===== config.mk =====
export PLATFORM = sky130hd
export DESIGN_NAME = postfix_expression_evaluator_unit
export DESIGN_NICKNAME = d
export VERILOG_FILES = /design/src/sv/pfe_pkg.sv /design/src/sv/pfe_cell.sv /design/src/sv/pfe_divider.sv /design/src/sv/postfix_expression_evaluator_unit.sv
export SDC_FILE = /design/constraint.sdc
export NUM_CORES = 2
export LEC_CHECK = 0
export ABC_AREA = 0
export ABC_CLOCK_PERIOD_IN_PS = 17700
export BUFFER_PORTS_ARGS = -buffer_cell sky130_fd_sc_hd__buf_4
export CELL_PAD_IN_SITES_DETAIL_PLACEMENT = 0
export CELL_PAD_IN_SITES_GLOBAL_PLACEMENT = 1
export CORE_ASPECT_RATIO = 1.5
export CORE_MARGIN = 5
export CORE_UTILIZATION = 30
export CTS_CLUSTER_DIAMETER = 30
export DETAILED_ROUTE_END_ITERATION = 7
export PLACE_DENSITY = 0.6
export SYNTH_ARGS = -nofsm -noshare
export SYNTH_HDL_FRONTEND = slang
export SYNTH_SLANG_ARGS = --single-unit

===== constraint.sdc =====
create_clock -name clk -period 17.7 [get_ports clk]
set_clock_uncertainty 0.1 [all_clocks]
set_input_delay 2.655 -clock clk [delete_from_list [all_inputs] [get_ports clk]]
set_output_delay 2.655 -clock clk [all_outputs]
set_load 0.005 [all_outputs]

===== src/sv/pfe_pkg.sv =====
// Shared types and constants for the postfix expression evaluator.
// No dependencies; used by every module of the block.
package pfe_pkg;

    // Word width of stack entries and arithmetic
    localparam int DATA_W = 32;
    // Default operand stack depth
    localparam int STACK_DEPTH_DEF = 16;

    // ASCII codes of interest
    localparam logic [7:0] SYM_ZERO  = 8'h30;
    localparam logic [7:0] SYM_NINE  = 8'h39;
    localparam logic [7:0] SYM_PLUS  = 8'h2B;
    localparam logic [7:0] SYM_MINUS = 8'h2D;
    localparam logic [7:0] SYM_MUL   = 8'h2A;
    localparam logic [7:0] SYM_DIV   = 8'h2F;

    // Error codes reported with each result
    typedef enum logic [2:0] {
        ERR_NONE    = 3'd0,
        ERR_UNDER   = 3'd1,
        ERR_OVER    = 3'd2,
        ERR_DIVZERO = 3'd3,
        ERR_SYMBOL  = 3'd4
    } error_t;

    // Per-cell shift command
    typedef enum logic [1:0] {
        CELL_HOLD,
        CELL_TAKE_UPPER,
        CELL_TAKE_LOWER
    } cell_op_t;

    // Control state of the evaluator
    typedef enum logic {
        ST_IDLE,
        ST_DIV
    } state_t;

    // Divider request and response
    typedef struct packed {
        logic              start;
        logic [DATA_W-1:0] dividend;
        logic [DATA_W-1:0] divisor;
    } div_req_t;

    typedef struct packed {
        logic              done;
        logic [DATA_W-1:0] quotient;
    } div_rsp_t;

endpackage


===== src/sv/pfe_cell.sv =====
// One operand stack cell: a 32-bit entry that loads from its upper or lower neighbor.
// Depends on pfe_pkg.
module pfe_cell
(
    input  logic                      clk,
    input  pfe_pkg::cell_op_t         op,
    input  logic [pfe_pkg::DATA_W-1:0] upper,
    input  logic [pfe_pkg::DATA_W-1:0] lower,
    output logic [pfe_pkg::DATA_W-1:0] q
);

    logic [pfe_pkg::DATA_W-1:0] data_reg;
    logic [pfe_pkg::DATA_W-1:0] data_next;

    // Push shifts down, pop shifts up
    always_comb
    begin
        case (op)
            pfe_pkg::CELL_TAKE_UPPER: data_next = upper;
            pfe_pkg::CELL_TAKE_LOWER: data_next = lower;
            default:                  data_next = data_reg;
        endcase
    end

    // Entry storage, no reset
    always_ff @(posedge clk)
    begin
        data_reg <= data_next;
    end

    assign q = data_reg;

endmodule


===== src/sv/pfe_divider.sv =====
// Iterative signed divider, truncating toward zero, one quotient bit per cycle.
// Depends on pfe_pkg (word width, request/response structs).
module pfe_divider
(
    input  logic              clk,
    input  logic              rst_n,
    input  pfe_pkg::div_req_t req,
    output pfe_pkg::div_rsp_t rsp
);

    localparam int W     = pfe_pkg::DATA_W;
    localparam int ITER_W = $clog2(W);

    logic              busy_reg, busy_next;
    logic              done_reg, done_next;
    logic [ITER_W-1:0] iter_reg, iter_next;
    logic [W-1:0]      rem_reg, rem_next;
    logic [W-1:0]      quo_reg, quo_next;
    logic [W-1:0]      dvs_reg, dvs_next;
    logic              neg_reg, neg_next;

    logic [W:0]   shifted;
    logic [W+1:0] diff;
    logic         ge;

    // Restoring step: shift in next dividend bit, trial subtract
    assign shifted = {rem_reg, quo_reg[W-1]};
    assign diff    = {1'b0, shifted} - {2'b00, dvs_reg};
    assign ge      = ~diff[W+1];

    always_comb
    begin
        busy_next = busy_reg;
        done_next = 1'b0;
        iter_next = iter_reg;
        rem_next  = rem_reg;
        quo_next  = quo_reg;
        dvs_next  = dvs_reg;
        neg_next  = neg_reg;
        if (req.start)
        begin
            // Latch magnitudes and result sign
            busy_next = 1'b1;
            iter_next = '0;
            rem_next  = '0;
            quo_next  = req.dividend[W-1] ? (W'(0) - req.dividend) : req.dividend;
            dvs_next  = req.divisor[W-1] ? (W'(0) - req.divisor) : req.divisor;
            neg_next  = req.dividend[W-1] ^ req.divisor[W-1];
        end
        else if (busy_reg)
        begin
            rem_next  = ge ? diff[W-1:0] : shifted[W-1:0];
            quo_next  = {quo_reg[W-2:0], ge};
            iter_next = iter_reg + ITER_W'(1);
            if (iter_reg == ITER_W'(W - 1))
            begin
                busy_next = 1'b0;
                done_next = 1'b1;
            end
        end
    end

    // Control registers
    always_ff @(posedge clk or negedge rst_n)
    begin
        if (!rst_n)
        begin
            busy_reg <= 1'b0;
            done_reg <= 1'b0;
            iter_reg <= '0;
        end
        else
        begin
            busy_reg <= busy_next;
            done_reg <= done_next;
            iter_reg <= iter_next;
        end
    end

    // Datapath registers
    always_ff @(posedge clk)
    begin
        rem_reg <= rem_next;
        quo_reg <= quo_next;
        dvs_reg <= dvs_next;
        neg_reg <= neg_next;
    end

    assign rsp.done     = done_reg;
    assign rsp.quotient = neg_reg ? (W'(0) - quo_reg) : quo_reg;

endmodule


===== src/sv/postfix_expression_evaluator_unit.sv =====
// Postfix evaluator: one ASCII symbol per transfer; digits, + - * / on a cell-chain stack.
// Digits and + - * update the stack when accepted; '/' runs in the bit-serial divider.
// A result is valid in the cycle after the last symbol is accepted; after a final '/', once the divider is done.
// Throughput: one symbol per cycle; input stalls while a '/' divides and while a result waits.
// Reset clears control, stack count, sticky error and output valid; stack cells keep data.
// Depends on pfe_pkg, pfe_cell and pfe_divider.
module postfix_expression_evaluator_unit
#(
    parameter int STACK_DEPTH = pfe_pkg::STACK_DEPTH_DEF
)
(
    input  logic        clk,
    input  logic        rst_n,
    input  logic        s_axis_tvalid,
    output logic        s_axis_tready,
    input  logic [7:0]  s_axis_tdata,   // [7:0] symbol
    input  logic        s_axis_tlast,   // last
    output logic        m_axis_tvalid,
    input  logic        m_axis_tready,
    output logic [39:0] m_axis_tdata    // [31:0] value, [34:32] error, [39:35] zero
);

    localparam int W     = pfe_pkg::DATA_W;
    localparam int CNT_W = $clog2(STACK_DEPTH + 1);

    pfe_pkg::state_t state_reg, state_next;
    logic [CNT_W-1:0] count_reg, count_next;
    pfe_pkg::error_t  err_reg, err_next;
    logic             last_pend_reg, last_pend_next;
    logic             out_valid_reg, out_valid_next;
    logic [W-1:0]     out_value_reg, out_value_next;
    pfe_pkg::error_t  out_err_reg, out_err_next;

    logic [W-1:0] cell_q [STACK_DEPTH];
    pfe_pkg::cell_op_t op_top, op_rest;

    pfe_pkg::div_req_t div_req;
    pfe_pkg::div_rsp_t div_rsp;

    logic             s_fire;
    logic             push, combine, item_done, last_sel, fin_last;
    logic [W-1:0]     new_top, top_upd, alu_res;
    logic [CNT_W-1:0] cnt_upd;
    pfe_pkg::error_t  err_upd, fin_err;
    logic [7:0]       digit_off;
    logic             is_digit, is_op, is_div;

    assign s_axis_tready = (state_reg == pfe_pkg::ST_IDLE) && (!out_valid_reg || m_axis_tready);
    assign s_fire        = s_axis_tvalid && s_axis_tready;

    // Symbol decode
    assign digit_off = s_axis_tdata - pfe_pkg::SYM_ZERO;
    assign is_digit  = (s_axis_tdata >= pfe_pkg::SYM_ZERO) && (s_axis_tdata <= pfe_pkg::SYM_NINE);
    assign is_div    = (s_axis_tdata == pfe_pkg::SYM_DIV);

    // ALU over the two top cells: left below, right on top
    always_comb
    begin
        is_op   = 1'b1;
        alu_res = '0;
        case (s_axis_tdata)
            pfe_pkg::SYM_PLUS:  alu_res = cell_q[1] + cell_q[0];
            pfe_pkg::SYM_MINUS: alu_res = cell_q[1] - cell_q[0];
            pfe_pkg::SYM_MUL:   alu_res = W'(cell_q[1] * cell_q[0]);
            pfe_pkg::SYM_DIV:   alu_res = '0;
            default:            is_op = 1'b0;
        endcase
    end

    // Item processing and control
    always_comb
    begin
        state_next     = state_reg;
        last_pend_next = last_pend_reg;
        push           = 1'b0;
        combine        = 1'b0;
        item_done      = 1'b0;
        last_sel       = 1'b0;
        new_top        = alu_res;
        cnt_upd        = count_reg;
        err_upd        = err_reg;
        div_req.start    = 1'b0;
        div_req.dividend = cell_q[1];
        div_req.divisor  = cell_q[0];

        unique case (state_reg)
            pfe_pkg::ST_IDLE:
            begin
                if (s_fire)
                begin
                    item_done = 1'b1;
                    last_sel  = s_axis_tlast;
                    if (err_reg != pfe_pkg::ERR_NONE)
                    begin
                        // sticky error: symbol ignored
                    end
                    else if (is_digit)
                    begin
                        if (count_reg == CNT_W'(STACK_DEPTH))
                            err_upd = pfe_pkg::ERR_OVER;
                        else
                        begin
                            push    = 1'b1;
                            new_top = {{(W-4){1'b0}}, digit_off[3:0]};
                            cnt_upd = count_reg + CNT_W'(1);
                        end
                    end
                    else if (!is_op)
                        err_upd = pfe_pkg::ERR_SYMBOL;
                    else if (count_reg < CNT_W'(2))
                        err_upd = pfe_pkg::ERR_UNDER;
                    else if (is_div)
                    begin
                        if (cell_q[0] == '0)
                            err_upd = pfe_pkg::ERR_DIVZERO;
                        else
                        begin
                            div_req.start  = 1'b1;
                            item_done      = 1'b0;
                            last_pend_next = s_axis_tlast;
                            state_next     = pfe_pkg::ST_DIV;
                        end
                    end
                    else
                    begin
                        combine = 1'b1;
                        cnt_upd = count_reg - CNT_W'(1);
                    end
                end
            end
            pfe_pkg::ST_DIV:
            begin
                if (div_rsp.done)
                begin
                    combine    = 1'b1;
                    new_top    = div_rsp.quotient;
                    cnt_upd    = count_reg - CNT_W'(1);
                    item_done  = 1'b1;
                    last_sel   = last_pend_reg;
                    state_next = pfe_pkg::ST_IDLE;
                end
            end
            default:
            begin
                state_next = pfe_pkg::ST_IDLE;
            end
        endcase

        // Result of a finished expression
        fin_last = item_done && last_sel;
        top_upd  = (push || combine) ? new_top : cell_q[0];
        if (err_upd != pfe_pkg::ERR_NONE)
            fin_err = err_upd;
        else if (cnt_upd == '0)
            fin_err = pfe_pkg::ERR_UNDER;
        else
            fin_err = pfe_pkg::ERR_NONE;

        count_next = fin_last ? '0 : cnt_upd;
        err_next   = fin_last ? pfe_pkg::ERR_NONE : err_upd;

        // Output register
        out_value_next = out_value_reg;
        out_err_next   = out_err_reg;
        if (fin_last)
        begin
            out_valid_next = 1'b1;
            out_err_next   = fin_err;
            out_value_next = (fin_err == pfe_pkg::ERR_NONE) ? top_upd : '0;
        end
        else if (m_axis_tready)
            out_valid_next = 1'b0;
        else
            out_valid_next = out_valid_reg;

        // Cell commands
        op_top  = (push || combine) ? pfe_pkg::CELL_TAKE_UPPER : pfe_pkg::CELL_HOLD;
        op_rest = push ? pfe_pkg::CELL_TAKE_UPPER :
                  (combine ? pfe_pkg::CELL_TAKE_LOWER : pfe_pkg::CELL_HOLD);
    end

    // Operand stack: top of stack in cell 0
    genvar gi;
    generate
        for (gi = 0; gi < STACK_DEPTH; gi++)
        begin : g_cell
            logic [W-1:0] upper_in;
            logic [W-1:0] lower_in;
            if (gi == 0)
            begin : g_first
                assign upper_in = new_top;
            end
            else
            begin : g_mid
                assign upper_in = cell_q[gi-1];
            end
            if (gi == STACK_DEPTH - 1)
            begin : g_last
                assign lower_in = '0;
            end
            else
            begin : g_inner
                assign lower_in = cell_q[gi+1];
            end
            pfe_cell u_cell
            (
                .clk   (clk),
                .op    ((gi == 0) ? op_top : op_rest),
                .upper (upper_in),
                .lower (lower_in),
                .q     (cell_q[gi])
            );
        end
    endgenerate

    // Divider
    pfe_divider u_div
    (
        .clk   (clk),
        .rst_n (rst_n),
        .req   (div_req),
        .rsp   (div_rsp)
    );

    // Control registers
    always_ff @(posedge clk or negedge rst_n)
    begin
        if (!rst_n)
        begin
            state_reg     <= pfe_pkg::ST_IDLE;
            count_reg     <= '0;
            err_reg       <= pfe_pkg::ERR_NONE;
            last_pend_reg <= 1'b0;
            out_valid_reg <= 1'b0;
        end
        else
        begin
            state_reg     <= state_next;
            count_reg     <= count_next;
            err_reg       <= err_next;
            last_pend_reg <= last_pend_next;
            out_valid_reg <= out_valid_next;
        end
    end

    // Output payload
    always_ff @(posedge clk)
    begin
        out_value_reg <= out_value_next;
        out_err_reg   <= out_err_next;
    end

    assign m_axis_tvalid = out_valid_reg;
    assign m_axis_tdata  = {5'b00000, out_err_reg, out_value_reg};

    // Checks
    a_count_range: assert property (@(posedge clk) disable iff (!rst_n)
        count_reg <= CNT_W'(STACK_DEPTH))
        else $error("stack count beyond depth");

    a_div_operands: assert property (@(posedge clk) disable iff (!rst_n)
        state_reg == pfe_pkg::ST_DIV |-> count_reg >= CNT_W'(2))
        else $error("division running without two operands");

    a_div_no_accept: assert property (@(posedge clk) disable iff (!rst_n)
        state_reg == pfe_pkg::ST_DIV |-> !s_axis_tready)
        else $error("input accepted during division");

    a_err_zero_value: assert property (@(posedge clk) disable iff (!rst_n)
        m_axis_tvalid && out_err_reg != pfe_pkg::ERR_NONE |-> out_value_reg == '0)
        else $error("error result carries nonzero value");

    a_clear_after_last: assert property (@(posedge clk) disable iff (!rst_n)
        s_fire && s_axis_tlast && !div_req.start |=> count_reg == '0 && m_axis_tvalid)
        else $error("stack not cleared after last symbol");

endmodule

# After elaboration in Yosys (flattened, before gate mapping)
# Cells that the tools add are included.
# word_totals
out_inout_bits	42
mem_count	0
latch_bits	0
inputBits	13
rom_bits	0
reg_bits	662
ram_bits	0
# op_classes
n_div	0
addsub	10
n_reduce_logical	18
n_mul	1
bitwise	7
n_eq_ne	10
n_mux	100
shifts	0
order_cmp	3
# op_table
operator	n
$pmux 32 s2	17
$mux 32	11
$pmux 32 s3	1
$sub 1x32->32 const A	3
$mux 5	11
$mux 1	41
$sub 33x32->34	1
$mux 3	11
$add 32x32->32	1
$eq 8x6->1 const B	4
$logic_not 32->1	1
$mul 32x32->32	1
$sub 32x32->32	1
$mux 31	1
$add 5x1->5 const B	2
$eq 5x5->1 const B	2
$pmux 5 s2	1
$ge 8x6->1 const B	1
$le 8x6->1 const B	1
$pmux 1 s2	4
$reduce_and 8->1	1
$reduce_bool 2->1	4
$not 1->1	6
$reduce_bool 3->1	2
15 further kinds	20

# Longest topological paths before layout
# depth
word_depth	12
depth_mapped	27

# Cells and area by module
# From an unflattened synthesis, not the netlist that was laid out.
# unflattened
hier_cells	4517
hier_area_um2	53866.7
# modules_own_cells
mod	n_inst	cells_per_inst	area_each_um2	seq_area_each_um2
pfe_cell	16	71	1525.2	960.9
postfix_expression_evaluator_unit	1	2497	21747.1	1326.3
pfe_divider	1	884	7716.2	2767.7

# Worst setup path before layout
# No wires, ideal clock.
# synth_path
kind	input to register
from	input port s_axis_tdata[7]
to	register out_value_reg[19], data pin
stages	10
setup_ps	799
slack_ps	-1712
n_path_buf	4
arrival_ps	18513
cell_sequence	or3b_2 -> clkbuf_1 -> a2111oi_0 -> a21oi_1 -> o21a_1 -> clkbuf_1 -> inv_1 -> buf_2 -> clkbuf_1 -> a211oi_1
# synth_via
elab_chain_len	12
elab_cells_between_ends	48
# synth_lines
element	line_no	rtl
start, declared	postfix_expression_evaluator_unit.sv:16	input logic [7:0] s_axis_tdata,
$eq 8x6->1, on equally long branches	postfix_expression_evaluator_unit.sv:54, postfix_expression_evaluator_unit.sv:61	
$reduce_or 4->1 (no source line) or $mux 5 (tied branches)	--	
$mux 1 or $mux 5 (tied branches)	postfix_expression_evaluator_unit.sv:61, postfix_expression_evaluator_unit.sv:110	
$mux 5	postfix_expression_evaluator_unit.sv:108	else if (!is_op)
$mux 5	postfix_expression_evaluator_unit.sv:97	else if (is_digit)
$mux 5	postfix_expression_evaluator_unit.sv:93	if (err_reg != pfe_pkg::ERR_NONE)
$mux 5	postfix_expression_evaluator_unit.sv:89	if (s_fire)
$pmux 5 s2	postfix_expression_evaluator_unit.sv:86	unique case (state_reg)
$logic_not 5->1	postfix_expression_evaluator_unit.sv:154	else if (cnt_upd == '0)
$mux 1	postfix_expression_evaluator_unit.sv:154	
$mux 3	postfix_expression_evaluator_unit.sv:152	if (err_upd != pfe_pkg::ERR_NONE)
$logic_not 3->1	postfix_expression_evaluator_unit.sv:169	out_value_next = (fin_err == pfe_pkg::ERR_NONE) ? top_upd : '0;
end signal, assigned	postfix_expression_evaluator_unit.sv:249	out_value_reg <= out_value_next;
end, declared	postfix_expression_evaluator_unit.sv:31	logic [W-1:0] out_value_reg, out_value_next;
# Several ways; a longest one is shown, not always the timed one.
# A chain may end at the register's enable or synchronous reset.

# Worst setup path after layout
# layout_path
from	register g_cell[1].u_cell.data_reg (netlist bit g_cell[1].u_cell.q[8])
to	register out_value_reg[28], data pin
# layout_via
elab_chain_len	8
elab_cells_between_ends	11
# layout_lines
element	line_no	rtl
start, declared	pfe_cell.sv:12	logic [pfe_pkg::DATA_W-1:0] data_reg;
start signal, assigned	pfe_cell.sv:28	data_reg <= data_next;
$mul 32x32->32, or another cell as far along	postfix_expression_evaluator_unit.sv:64	pfe_pkg::SYM_MUL: alu_res = W'(cell_q[1] * cell_q[0]);
$pmux 32 s3 (*)	postfix_expression_evaluator_unit.sv:61	case (s_axis_tdata)
$mux 32	postfix_expression_evaluator_unit.sv:99	if (count_reg == CNT_W'(STACK_DEPTH))
$mux 32	postfix_expression_evaluator_unit.sv:97	
$mux 32	postfix_expression_evaluator_unit.sv:93	
$mux 32	postfix_expression_evaluator_unit.sv:89	
$pmux 32 s2 (*)	postfix_expression_evaluator_unit.sv:86	
$mux 32 (*)	postfix_expression_evaluator_unit.sv:151	top_upd = (push || combine) ? new_top : cell_q[0];
# Every way passes the cells marked *; elsewhere a longest branch is shown, timed or not.

==> metrics.csv <==
stage;metric;value;unit
run_status;status;finished clean;
synth;synth_edf_count;612;
clocking;htree_num_levels;4;
detailed_routing;via_count;32878;
clocking;clk_pin_slew;50;ps
synth;synthFlopType;edfxtp_1;
cells_and_area;fillers;16282;
global_route;grt_max_degree;199;
hold_path;hold_start;last_pend_reg;
sta;finalHoldViolCount;0;
clocking;cts_root_buffer;clkbuf_16;
setup_path;worstPathMaxFanout;18;
detailed_routing;drtAntennaViolNets;0;
sta;setup_viol;0;
detailed_routing;drtIter0Drc;2072;
setup_path;rrSetupSlack;9600;ps
cells_and_area;drive_gt1_frac;0.1849;
setup_path;cp_common_cell;fa_1;
setup_path;crit_buf_inv;3;
clocking;cts.path.max_buffers;3;
synth;synth-seq-area-share;0.3925;
run;drv_cap;0;
setup_path;slowest_stage;o31ai_1;
hold_path;worstHoldEndpoint;last_pend_reg;
die;core-area;0.1642;mm2
clocking;cts_resized;0;
setup_path;crit_chain;buf_4 -> and2_1 -> fa_1 -> fa_1 -> inv_1 -> fa_1 -> fa_1 -> fa_1 -> inv_1 -> fa_1 -> fa_1 -> fa_1 -> ha_1 -> nand2_1 -> nor2_1 -> nand3_1 -> o31ai_1 -> a31oi_1 -> xnor2_1 -> a22oi_1 -> a311oi_1;
clocking;post-cts-setup-buffers;0;
synth;yosysTopAreaCell;edfxtp_1;
sta;fin_setup_tns;0;ps
clocking;hold_buffers;0;
placement;port_buffers;49;
detailed_routing;drt_pre_antenna_iters;5;
placement;hpwlAfterDp;96960;um
power_and_ir_drop;p_leak;22.84;nW
setup_path;rr_startpoint;g_cell[1].u_cell.q[8];
global_route;grt_overflow;0;
die;pin_count;55;
sta;finalCritPeriodShare;0.4579;
synth;async_flop_share;0.02719;
setup_path;crit_path_start_kind;register;
synth;ys_types;86;
sta;finalCriticalPeriod;8104;ps
setup_path;worst_r2r_endpoint;out_value_reg[28];
hold_path;hold_depth;2;
placement;gp_congestion;0.8554;
sta;rsz0062_at_grt;false;
die;initial_core_util;0.3021;
synth;synth_warnings;0;
hold_path;hp-class;reg -> reg;
clocking;cts_inserted_buffers;130;
synth;synth_top_cells_by_area;edfxtp_1 (37%), fa_1 (17%), mux2_2 (10%), ha_1 (4.9%), and2_1 (4.4%);
power_and_ir_drop;total_power;5.698;mW
setup_path;end_kind;register;
clocking;cts_tree;yes;
detailed_routing;wl_per_cell;21.00;um
die;die_w;342.0;um
clocking;insertion_delay;760;ps
setup_path;cp.required;18050;ps
synth;avgSynthCellArea;11.32;um2
sta;fmax;0.1234;GHz
sta;slew_headroom;0.1453;
cells_and_area;largest_register_ff_count;512;
global_route;antenna_found_initial;6;
detailed_routing;wirelength;140300;um
die;die_y;508.0;um
synth;synth.ff_latch_count;662;
setup_path;cp.arrival;8460;ps
clocking;cts.sinks;662;
setup_path;r2r.worst_path.cells;21;
die;die_area;0.1737;mm2
detailed_routing;remaining_drc_errors;0;
synth;synth_area;0.04960;mm2
synth;synth_top_cell_area_share;0.3705;
cells_and_area;synthToLayoutAreaGrowth;14.74;%
power_and_ir_drop;power_density;100.1;mW/mm2
global_route;grt.total_usage;0.1611;
power_and_ir_drop;ir_drop;0.00008691;V
setup_path;path_delay_family;adder cells;
global_route;grt_first_pass_wirelength;215200;um
sta;worst_slew_pin_slew;1282;ps
detailed_routing;routed_via_density;4.919;
setup_path;critical_path.max_stage_delay;840;ps
global_route;grt_pass1_vias;35355;
cells_and_area;fin_nets;4989;
sta;drv_slew;0;
synth;syn_inst;4380;
setup_path;path_class;reg -> reg;
die;rows;182;
## synth_stat cells, drive strengths merged, types with 32 or more instances
cell type,n
nand3,41
o31ai,32
fa,410
xnor2,132
a21o,42
o21ai,147
buf,39
mux2,449
dfxtp,32
nor3,32
clkbuf,233
ha,194
a21oi,120
inv,457
edfxtp,612
nand2,400
nor2,138
xor2,107
and2,347
## placed cells by master, fill, tap and decap left out, types with 126 or more instances in the layout
| cell type | instances |
|---|---|
| and2_1 | 346 |
| xnor2_1 | 132 |
| buf_4 | 126 |
| inv_1 | 455 |
| ha_1 | 194 |
| nand2_1 | 398 |
| clkbuf_16 | 131 |
| fa_1 | 410 |
| mux2_2 | 449 |
| edfxtp_1 | 612 |
| nor2_1 | 138 |
## report_power, final
| part | switching (mW) | internal (mW) | total (mW) |
|---|---|---|---|
| sequential | 0.0422 | 1.75 | 1.79 |
| clock | 0.901 | 1.69 | 2.59 |
| combinational | 0.781 | 0.537 | 1.32 |
## final cells by class
type / instances / area (um2) / share of cell area
antenna: 3 / 7.507 / 0.0001319
tap: 2208 / 2763 / 0.04854
timing repair buffer: 128 / 985.9 / 0.01732
multi-input combinational: 2993 / 27350 / 0.4805
inverter: 457 / 1723 / 0.03027
sequential: 662 / 19470 / 0.3421
clock inverter: 93 / 1292 / 0.02271
clock buffer: 140 / 3322 / 0.05837
## tightest hold or removal path: cells and delay by family, from the launching register on
kind,cells,cell delay (ps)
flip-flops,1,340
AND/OR/NAND/NOR,2,110
## metal layers
layer / global-route usage / wire [um]
met2: 0.3013 / 74170
met5: 0 / 0
met3: 0.02364 / 5887
met1: 0.1788 / 53480
met4: 0.07560 / 6801
## cells by family after synthesis
| family | after synthesis | share of synthesized area |
|---|---|---|
| flip-flops | 662 | 0.3925 |
| AO/OA/AOI/OAI | 555 | 0.07260 |
| other | 1 | 0.00007560 |
| buffers and inverters | 729 | 0.05683 |
| adder cells (fa/ha/maj) | 604 | 0.2144 |
| XOR/XNOR | 240 | 0.04266 |
| AND/OR/NAND/NOR | 1115 | 0.1139 |
| multiplexers | 474 | 0.1070 |
## worst max-delay path by stage
stage	start	end	slack [ps]	cells after the start
after global routing	g_cell[1].u_cell.q[8]	out_value_reg[28]	9280	21
final	g_cell[1].u_cell.q[8]	out_value_reg[28]	9600	21
after global placement	s_axis_tdata[7]	g_cell[2].u_cell.q[7]	9490	8
after floorplan	s_axis_tdata[7]	out_value_reg[19]	5810	10
after detailed placement	g_cell[1].u_cell.q[8]	out_value_reg[28]	9570	21
after CTS	g_cell[1].u_cell.q[8]	out_value_reg[28]	9540	21
## stage by stage
step	hold slack (ps)	worst slack, ps	utilization	instances	instance area [um2]
2_1_floorplan	344.3	5812	-	4384	49620
3_3_place_gp	374.6	9493	0.3185	6448	52290
3_5_place_dp	371.8	9574	0.3185	6448	52290
4_1_cts	388.5	9536	0.3466	6681	56900
5_1_grt	411.4	9285	0.3466	6682	56910
6_report	384.3	9596	0.3466	6684	56910
Power figures use the tool's default switching activity.
